### src/rtl/cfrc_ram.sv
// Generic single-write, single-read RAM with registered read data.
module cfrc_ram #(
    parameter int WIDTH = 8,
    parameter int DEPTH = 16
) (
    input  logic                     clk,
    input  logic                     wr_en,
    input  logic [$clog2(DEPTH)-1:0] wr_addr,
    input  logic [WIDTH-1:0]         wr_data,
    input  logic                     rd_en,
    input  logic [$clog2(DEPTH)-1:0] rd_addr,
    output logic [WIDTH-1:0]         rd_data
);

    logic [WIDTH-1:0] mem_reg [DEPTH];
    logic [WIDTH-1:0] rd_data_reg;

    // Storage array and read register; neither needs a reset.
    always_ff @(posedge clk)
    begin
        if (wr_en)
        begin
            mem_reg[wr_addr] <= wr_data;
        end
        if (rd_en)
        begin
            rd_data_reg <= mem_reg[rd_addr];
        end
    end

    assign rd_data = rd_data_reg;

endmodule

### config.mk
export PLATFORM = sky130hd
export DESIGN_NAME = cfrc_ram
export DESIGN_NICKNAME = d
export VERILOG_FILES = /design/src/rtl/cfrc_ram.sv
export SDC_FILE = /design/constraint.sdc
export NUM_CORES = 1
export LEC_CHECK = 0
export BUFFER_PORTS_ARGS = -buffer_cell sky130_fd_sc_hd__buf_2
export CORE_MARGIN = 5
export CORE_UTILIZATION = 50
export DETAILED_ROUTE_END_ITERATION = 6
export PLACE_DENSITY = 0.71
export SETUP_SLACK_MARGIN = 0.2
export SYNTH_ARGS = -nofsm -noshare
export SYNTH_HDL_FRONTEND = slang
export SYNTH_SLANG_ARGS = --single-unit
### constraint.sdc
create_clock -name clk -period 2.7 [get_ports clk]
set_input_delay 0.54 -clock clk [delete_from_list [all_inputs] [get_ports clk]]
set_output_delay 0.54 -clock clk [all_outputs]
set_load 0.005 [all_outputs]
==> results of run 1 <==
==> through the flow <==
stage | instance area, µm² | worst slack [ns] | hold slack [ns]
after floorplan | 5228 | 0.6671 | 0.6389
after global placement | 5594 | 0.4497 | 0.7358
after detailed placement | 5594 | 0.4428 | 0.7462
after CTS | 6163 | 0.9649 | 0.3615
after global routing | 6163 | 0.8777 | 0.3628
final | 6163 | 0.9450 | 0.3757
==> where the power goes <==
group	internal [µW]	switching, µW
logic	92.2	124
clock network	1310	874
registers	2380	11.1
total	3780	1010
==> cell type report <==
cell class | count | area [µm²] | share of cell area
Sequential cell | 136 | 4084 | 0.6626
Clock buffer | 17 | 414.1 | 0.06719
Timing Repair Buffer | 43 | 282.8 | 0.04588
Multi-Input combinational cell | 83 | 1057 | 0.1715
Clock inverter | 15 | 155.1 | 0.02517
Tap cell | 136 | 170.2 | 0.02761
==> cells in the final DEF (no fill, tap or decap), types with 4 or more instances in the layout <==
| cell | instances |
|---|---|
| mux4_1 | 14 |
| clkbuf_16 | 16 |
| nand2_1 | 9 |
| buf_4 | 15 |
| nor3_1 | 4 |
| mux4_2 | 18 |
| clkinv_4 | 5 |
| edfxtp_1 | 136 |
| buf_2 | 26 |
| clkinvlp_4 | 4 |
| a22oi_1 | 16 |
| nor2_1 | 13 |
==> logic make-up (layout without fill, tap and decap cells) <==
group                  after synthesis  in the layout  synth area share
muxes                               32             32            0.1479
DFF                                136            136            0.7812
buffers and inverters               10             75           0.01651
AOI/OAI and AO/OA                   16             16           0.02298
and+or+nand+nor                     35             35           0.03136
==> per-layer routing <==
layer | wire length (µm) | global-route usage | up-vias
met3 | 702 | 0.05337 | 10
met2 | 4888 | 0.2622 | 116
met5 | 0 | 0 | -
met4 | 92 | 0.05288 | 0
li1 | - | - | 1085
met1 | 4307 | 0.2434 | 1277
==> worst max-delay path: stages <==
cell and delay (ns):
buf_2 0.32, buf_12 0.23, mux4_1 0.58, a22oi_1 0.22, nand2_1 0.11
==> worst max-delay path by stage <==
stage	to	slack, ns	depth (start not counted)
6_report	rd_data[2]	0.95	5
5_1_grt	rd_data[2]	0.88	5
4_1_cts	rd_data[2]	0.96	5
3_5_place_dp	rd_data[3]	0.44	5
3_3_place_gp	rd_data[3]	0.45	5
2_1_floorplan	mem_reg[0][0]	0.67	2
==> results by group, run 1 <==
Placement
  • Final Wtd Congestion: 0.7239
  • Port Buffers: 26
  • Hpwl dp: just over 6 mm
  • Placed cells: 398

Critical path
  • Worst r2r src: mem_reg[9][4]
  • Worst reg-to-reg path cell count: 3
  • Critical path class: in -> reg
  • Flop-to-flop setup slack: between 1 and 1.5 ns
  • Worst Path Required: about 3.0 ns
  • Reg2reg end: rd_data[4]
  • Worst endpoint data arrival time: 2.01 ns
  • Crit-path max FO: 17
  • Crit. End Element: flip-flop
  • Crit. Startpoint: rd_addr[0]
  • CP Launch Type: primary input

Yosys
  • Synthesized flop and latch total: about 140
  • Yosys warns: 0
  • Cells after Synth: about 230
  • EDFF count, synth: 136
  • Mean area per synthesized cell: about 23 µm²
  • Ys async rst share: 0
  • Sequential area share after synthesis: 0.7812
  • Top post-synthesis cells by count: edfxtp_1, mux4_2, a22oi_1
  • Netlist cell types: 18
  • Most frequent cell after synthesis: edfxtp_1
  • Synth top area share: 0.7812
  • Post-Syn Nets: ~250
  • Cell Area, Synth: ~5200 µm²
  • Top cells by area, synth: edfxtp_1, mux4_2, mux4_1, a22oi_1, nor2_1
  • Synth area leader: edfxtp_1
  • Primary FF master, synth: edfxtp_1

Layout
  • Layout cells sized above 1: 0.3129
  • Area grow syn2layout: 17.90%
  • Layout Utilization: 0.5997
  • Filler instances: roughly 710
  • Diodes inserted: 0
  • Finished Layout Cells: 430
  • Max FFs per register: roughly 130
  • Post-layout nets: 300

Timing
  • Worst Skew: ~0.014 ns
  • Worst slew pin tran: approximately 0.85 ns
  • Final Hold Viols: 0
  • RSZ-0062 raised after global routing: no
  • TNS Setup: 0 ns
  • Final worst path period share: 0.6500
  • FMAX: between 500 and 600 MHz
  • Clock period minus worst slack: 1.755 ns
  • # setup viols final: 0
  • Slew Viols, Final: 0
  • Headroom to the max-slew limit: 0.4297

CTS
  • Longest Clk Path Bufs: 2
  • Post-CTS setup buffer count: 0
  • Clk_lat worst skew: 0.52 ns
  • Hold buffer count at CTS: 0
  • PostCTS Resize Cnt: 0
  • Htree depth: 4
  • Inserted Clock Buffers: 17
  • CTS clk-pin slew, worst paths: 0.06 ns
  • Clk root buf: clkbuf_8
  • CTS tree: built
  • Clk sink count: 136

Hold path
  • Worst Hold Class: in -> reg
  • Hold path depth: 1
  • Hold EP: rd_data[3]
  • HP Start: rd_en

Status
  • Status: finished clean

Die
  • Core area: roughly 10,000 µm²
  • Row cnt: 37
  • Initial Util: 0.5086
  • Die area: roughly 13,000 µm²
  • Die Wd: 112.3 µm
  • Height of the die: about 110 µm
  • Top Ports: 27

Detailed routing
  • DRC Markers: 0
  • Routed length per instance: between 20 and 25 µm
  • Initial DRC Count: around 210
  • Via-per-instance ratio: between 5 and 6
  • Routed Wire Length: 9.991 mm
  • Drt first pass iters: 5
  • Post-DRT Antenna Nets: 0
  • Vias: between 2,000 and 2,500

Pwr
  • Pwr dens: slightly below 800 nW/µm²
  • Power, Total: approximately 4800 µW
  • Peak VDD IR: roughly 560 µV
  • Leakage power: ~0.0021 µW

GRT
  • Initial antenna violation count: 0
  • Total global routing overflow: 0
  • Number of global-route vias before repair: approximately 2,600
  • Global-route wire length before repair: 15.62 mm
  • Global-route usage over all layers: 0.1726
  • Largest net degree at the start of global routing: 19

Flow run
  • Max_cap viols: 0
Note: power is estimated with default switching activity, not from simulation.
==> run 2: changes to the inputs <==
ABC_AREA = 1   (was not set)
clock period = 1.7 ns   (was 2.7 ns; I/O delays follow)
==> run 2 against run 1 <==
Net effect:
- area after synthesis is 12% higher
- final cell count grew 74%
- critical path type is now reg -> out
- first-iteration DRC count grew 72%
- clock-buffer cell count unchanged
- largest cell class unchanged
- register-to-register slack worse by 0.72 ns
- critical endpoint is now rd_data[2]
- clock power grew 59%
- sequential share of layout area fell by 5.7 points
- sequential cell count unchanged
- core utilization is 0.90 points lower
==> results by group, run 2 <==
Status
  • Status: finished clean

CTS
  • PostCTS Resize Cnt: 0 (unchanged)
  • Hold buffer count at CTS: 0 (unchanged)
  • CTS tree: built
  • Htree depth: 4 (unchanged)
  • Longest Clk Path Bufs: 2 (unchanged)
  • Clk_lat worst skew: 0.42 ns (-0.10 ns)
  • Clk sink count: 136 (unchanged)
  • Clk root buf: clkbuf_16
  • Post-CTS setup buffer count: 0 (unchanged)
  • Inserted Clock Buffers: 17 (unchanged)
  • CTS clk-pin slew, worst paths: 0.06 ns (about the same)

Critical path
  • Flop-to-flop setup slack: 0.46 ns (-0.72 ns)
  • Crit. End Element: primary output
  • Worst Path Required: 1.36 ns (-1.59 ns)
  • Critical path class: reg -> out
  • Crit. Startpoint: rd_data[2]
  • CP Capture Point: rd_data[2]
  • Worst reg-to-reg path cell count: 6 (+3)
  • Crit-path max FO: 1 (-16)
  • Worst endpoint data arrival time: 0.97 ns (-1.04 ns)
  • Slowest cell on crit path: edfxtp_1
  • Worst path max stage delay: 0.40 ns (-0.18 ns)
  • Reg2reg end: rd_data[4]
  • Stages on worst setup path: 1 (-4)
  • Cell family with most CP delay: flip-flops
  • WP buf/inv: 1 (-1)
  • Worst-path cell chain: buf_2
  • CP Launch Type: flip-flop
  • Worst r2r src: mem_reg[7][4]

Pwr
  • Clock share of power: 0.450 (-0.006)
  • Logic pwr share: 0.060 (+0.015)
  • Switch Pwr: 1704 µW (+69%)
  • Power, Total: 7744 µW (+62%)
  • Peak VDD IR: 614.9 µV (+9.2%)
  • Pwr dens: 1148 nW/µm² (+48%)
  • Sequential Power Share: 0.491 (-0.008)
  • Switching Share: 0.2201 (+0.009591)
  • Leakage power: 0.002918 µW (+41%)
  • Int Pwr: 6040 µW (+60%)

Detailed routing
  • Drt first pass iters: 5 (unchanged)
  • Vias: 3,973 (+60%)
  • Via-per-instance ratio: 5.311 (-8.2%)
  • Initial DRC Count: 362 (+72%)
  • Post-DRT Antenna Nets: 0 (unchanged)
  • Routed length per instance: 17.74 µm (-24%)
  • Routed Wire Length: 13.27 mm (+33%)
  • DRC Markers: 0 (unchanged)

Yosys
  • Ys async rst share: 0 (unchanged)
  • Primary FF master, synth: edfxtp_1
  • Netlist cell types: 11 (-7)
  • Cells after Synth: 551 (+140%)
  • Synth top area share: 0.6985 (-0.08275)
  • Cell Area, Synth: 5847 µm² (+12%)
  • Post-Syn Nets: 570 (+130%)
  • Most frequent cell after synthesis: nand2_1
  • Synthesized flop and latch total: 136 (unchanged)
  • Sequential area share after synthesis: 0.6985 (-0.08275)
  • Synth area leader: edfxtp_1
  • Mean area per synthesized cell: 10.61 µm² (-54%)
  • Top cells by area, synth: edfxtp_1, nand2_1, nand3_1, inv_1, buf_6
  • Yosys warns: 0 (unchanged)
  • EDFF count, synth: 136 (unchanged)
  • Top post-synthesis cells by count: nand2_1, edfxtp_1, inv_1

GRT
  • Number of global-route vias before repair: 3,914 (+50%)
  • Initial antenna violation count: 0 (unchanged)
  • Total global routing overflow: 0 (unchanged)
  • Largest net degree at the start of global routing: 65 (+46)
  • Global-route wire length before repair: 21.04 mm (+35%)
  • Global-route usage over all layers: 0.1975 (+0.02490)

Layout
  • Area grow syn2layout: 15.36%
  • Layout cells sized above 1: 0.1306 (-0.1823)
  • Post-layout nets: 612 (+100%)
  • Max FFs per register: 128 (unchanged)
  • Finished Layout Cells: 748 (+74%)
  • Commonest non-fill, non-tap cell in the layout: nand2_1
  • Most frequent cells in the layout: nand2_1, edfxtp_1, inv_1
  • Diodes inserted: 0 (unchanged)

Die
  • Height of the die: 118.1 µm (+5.2%)
  • Row cnt: 39 (+5.4%)
  • Die area: 13,960 µm² (+11%)
  • Core area: 11,420 µm² (+11%)
  • Die Wd: 118.1 µm (+5.2%)
  • Top Ports: 27 (unchanged)
  • Initial Util: 0.5121 (+0.003410)

Timing
  • Worst slew pin tran: 0.6026 ns (-0.2498 ns)
  • # setup viols final: 0 (unchanged)
  • FMAX: ~760 MHz
  • Final Hold Viols: 0 (unchanged)
  • Headroom to the max-slew limit: 0.5977 (+0.1680)
  • Worst Skew: 0.008775 ns (-0.005225 ns)
  • TNS Setup: 0 ns (unchanged)
  • Slew Viols, Final: 0 (unchanged)
  • Final worst path period share: 0.7712
  • Clock period minus worst slack: between 1 and 1.5 ns
  • RSZ-0062 raised after global routing: no
  • Final setup margin: 0.3890 ns (-0.5560 ns)

Placement
  • Dpl ws: 0.09053 ns (-0.3523 ns)
  • Placed cells: 717 (+80%)
  • Hpwl dp: 7.826 mm (+27%)
  • Port Buffers: 26 (unchanged)
  • Final Wtd Congestion: 0.9008 (+24%)

Hold path
  • Worst Hold Class: in -> reg

Flow run
  • Max_cap viols: 0 (unchanged)
[run 2: cell count changes in the layout (fill, tap and decap cells not counted), moves of 2 or more]
| cell | before | now |
|---|---|---|
| nand2_1 | 9 | 173 |
| inv_1 | 0 | 100 |
| nand3_1 | 1 | 97 |
| mux4_2 | 18 | 0 |
| a22oi_1 | 16 | 0 |
| mux4_1 | 14 | 0 |
| clkinv_2 | 1 | 5 |
| clkinv_4 | 5 | 1 |
| nor2_1 | 13 | 17 |
| nor3_1 | 4 | 0 |
| buf_4 | 15 | 18 |
| inv_2 | 0 | 2 |
| nand2b_1 | 2 | 0 |
[run 2: how the worst min path moves through the flow]
stage	start	endpoint	slack, ns	cells past startpoint
3_5_place_dp	rd_en	rd_data[7]	0.71	1
5_1_grt	rd_en	rd_data[7]	0.28	1
4_1_cts	rd_en	rd_data[0]	0.27	1
6_report	rd_en	rd_data[7]	0.28	1
3_3_place_gp	rd_en	rd_data[7]	0.71	1
2_1_floorplan	wr_data[0]	mem_reg[0][0]	0.44	0
[run 2: kinds of logic (layout without fill, tap and decap cells)]
logic type | count (synthesis) | in the layout | share of synthesized area
AND/OR/NAND/NOR | 289 | 289 | 0.2076
flip-flops | 136 | 136 | 0.6985
buffers and inverters | 126 | 180 | 0.09394
[run 2: layout make-up]
type	instances	area, µm²
clock inverter	14	135.1
fill	928	4673
sequential	136	4084
clock buffer	17	425.4
timing repair buffer	47	325.3
tap	143	178.9
multi-input combinational	289	1214
inverter	102	382.9
[run 2: routing by layer]
layer | track usage | share of wire
met5 | 0 | 0
met4 | 0.08172 | 0.028
met3 | 0.04537 | 0.084
met2 | 0.3186 | 0.49
met1 | 0.2596 | 0.40
[run 2: power groups by stage]
stage	Combinational (µW)	Clock, µW	Sequential (µW)
finish	461	3480	3800
global route	512	3670	3800
CTS	461	3520	3800
detailed placement	454	0	3870
global placement	444	0	3870
floorplan	265	0	3870
[run 2: metrics by stage]
step	instance area [µm²]	utilization	hold WS, ns
6_report	6745	0.5907	0.2842
5_1_grt	6745	0.5907	0.2828
4_1_cts	6745	0.5907	0.2723
3_5_place_dp	6185	0.5416	0.7100
3_3_place_gp	6185	0.5416	0.7150
2_1_floorplan	5847	-	0.4389
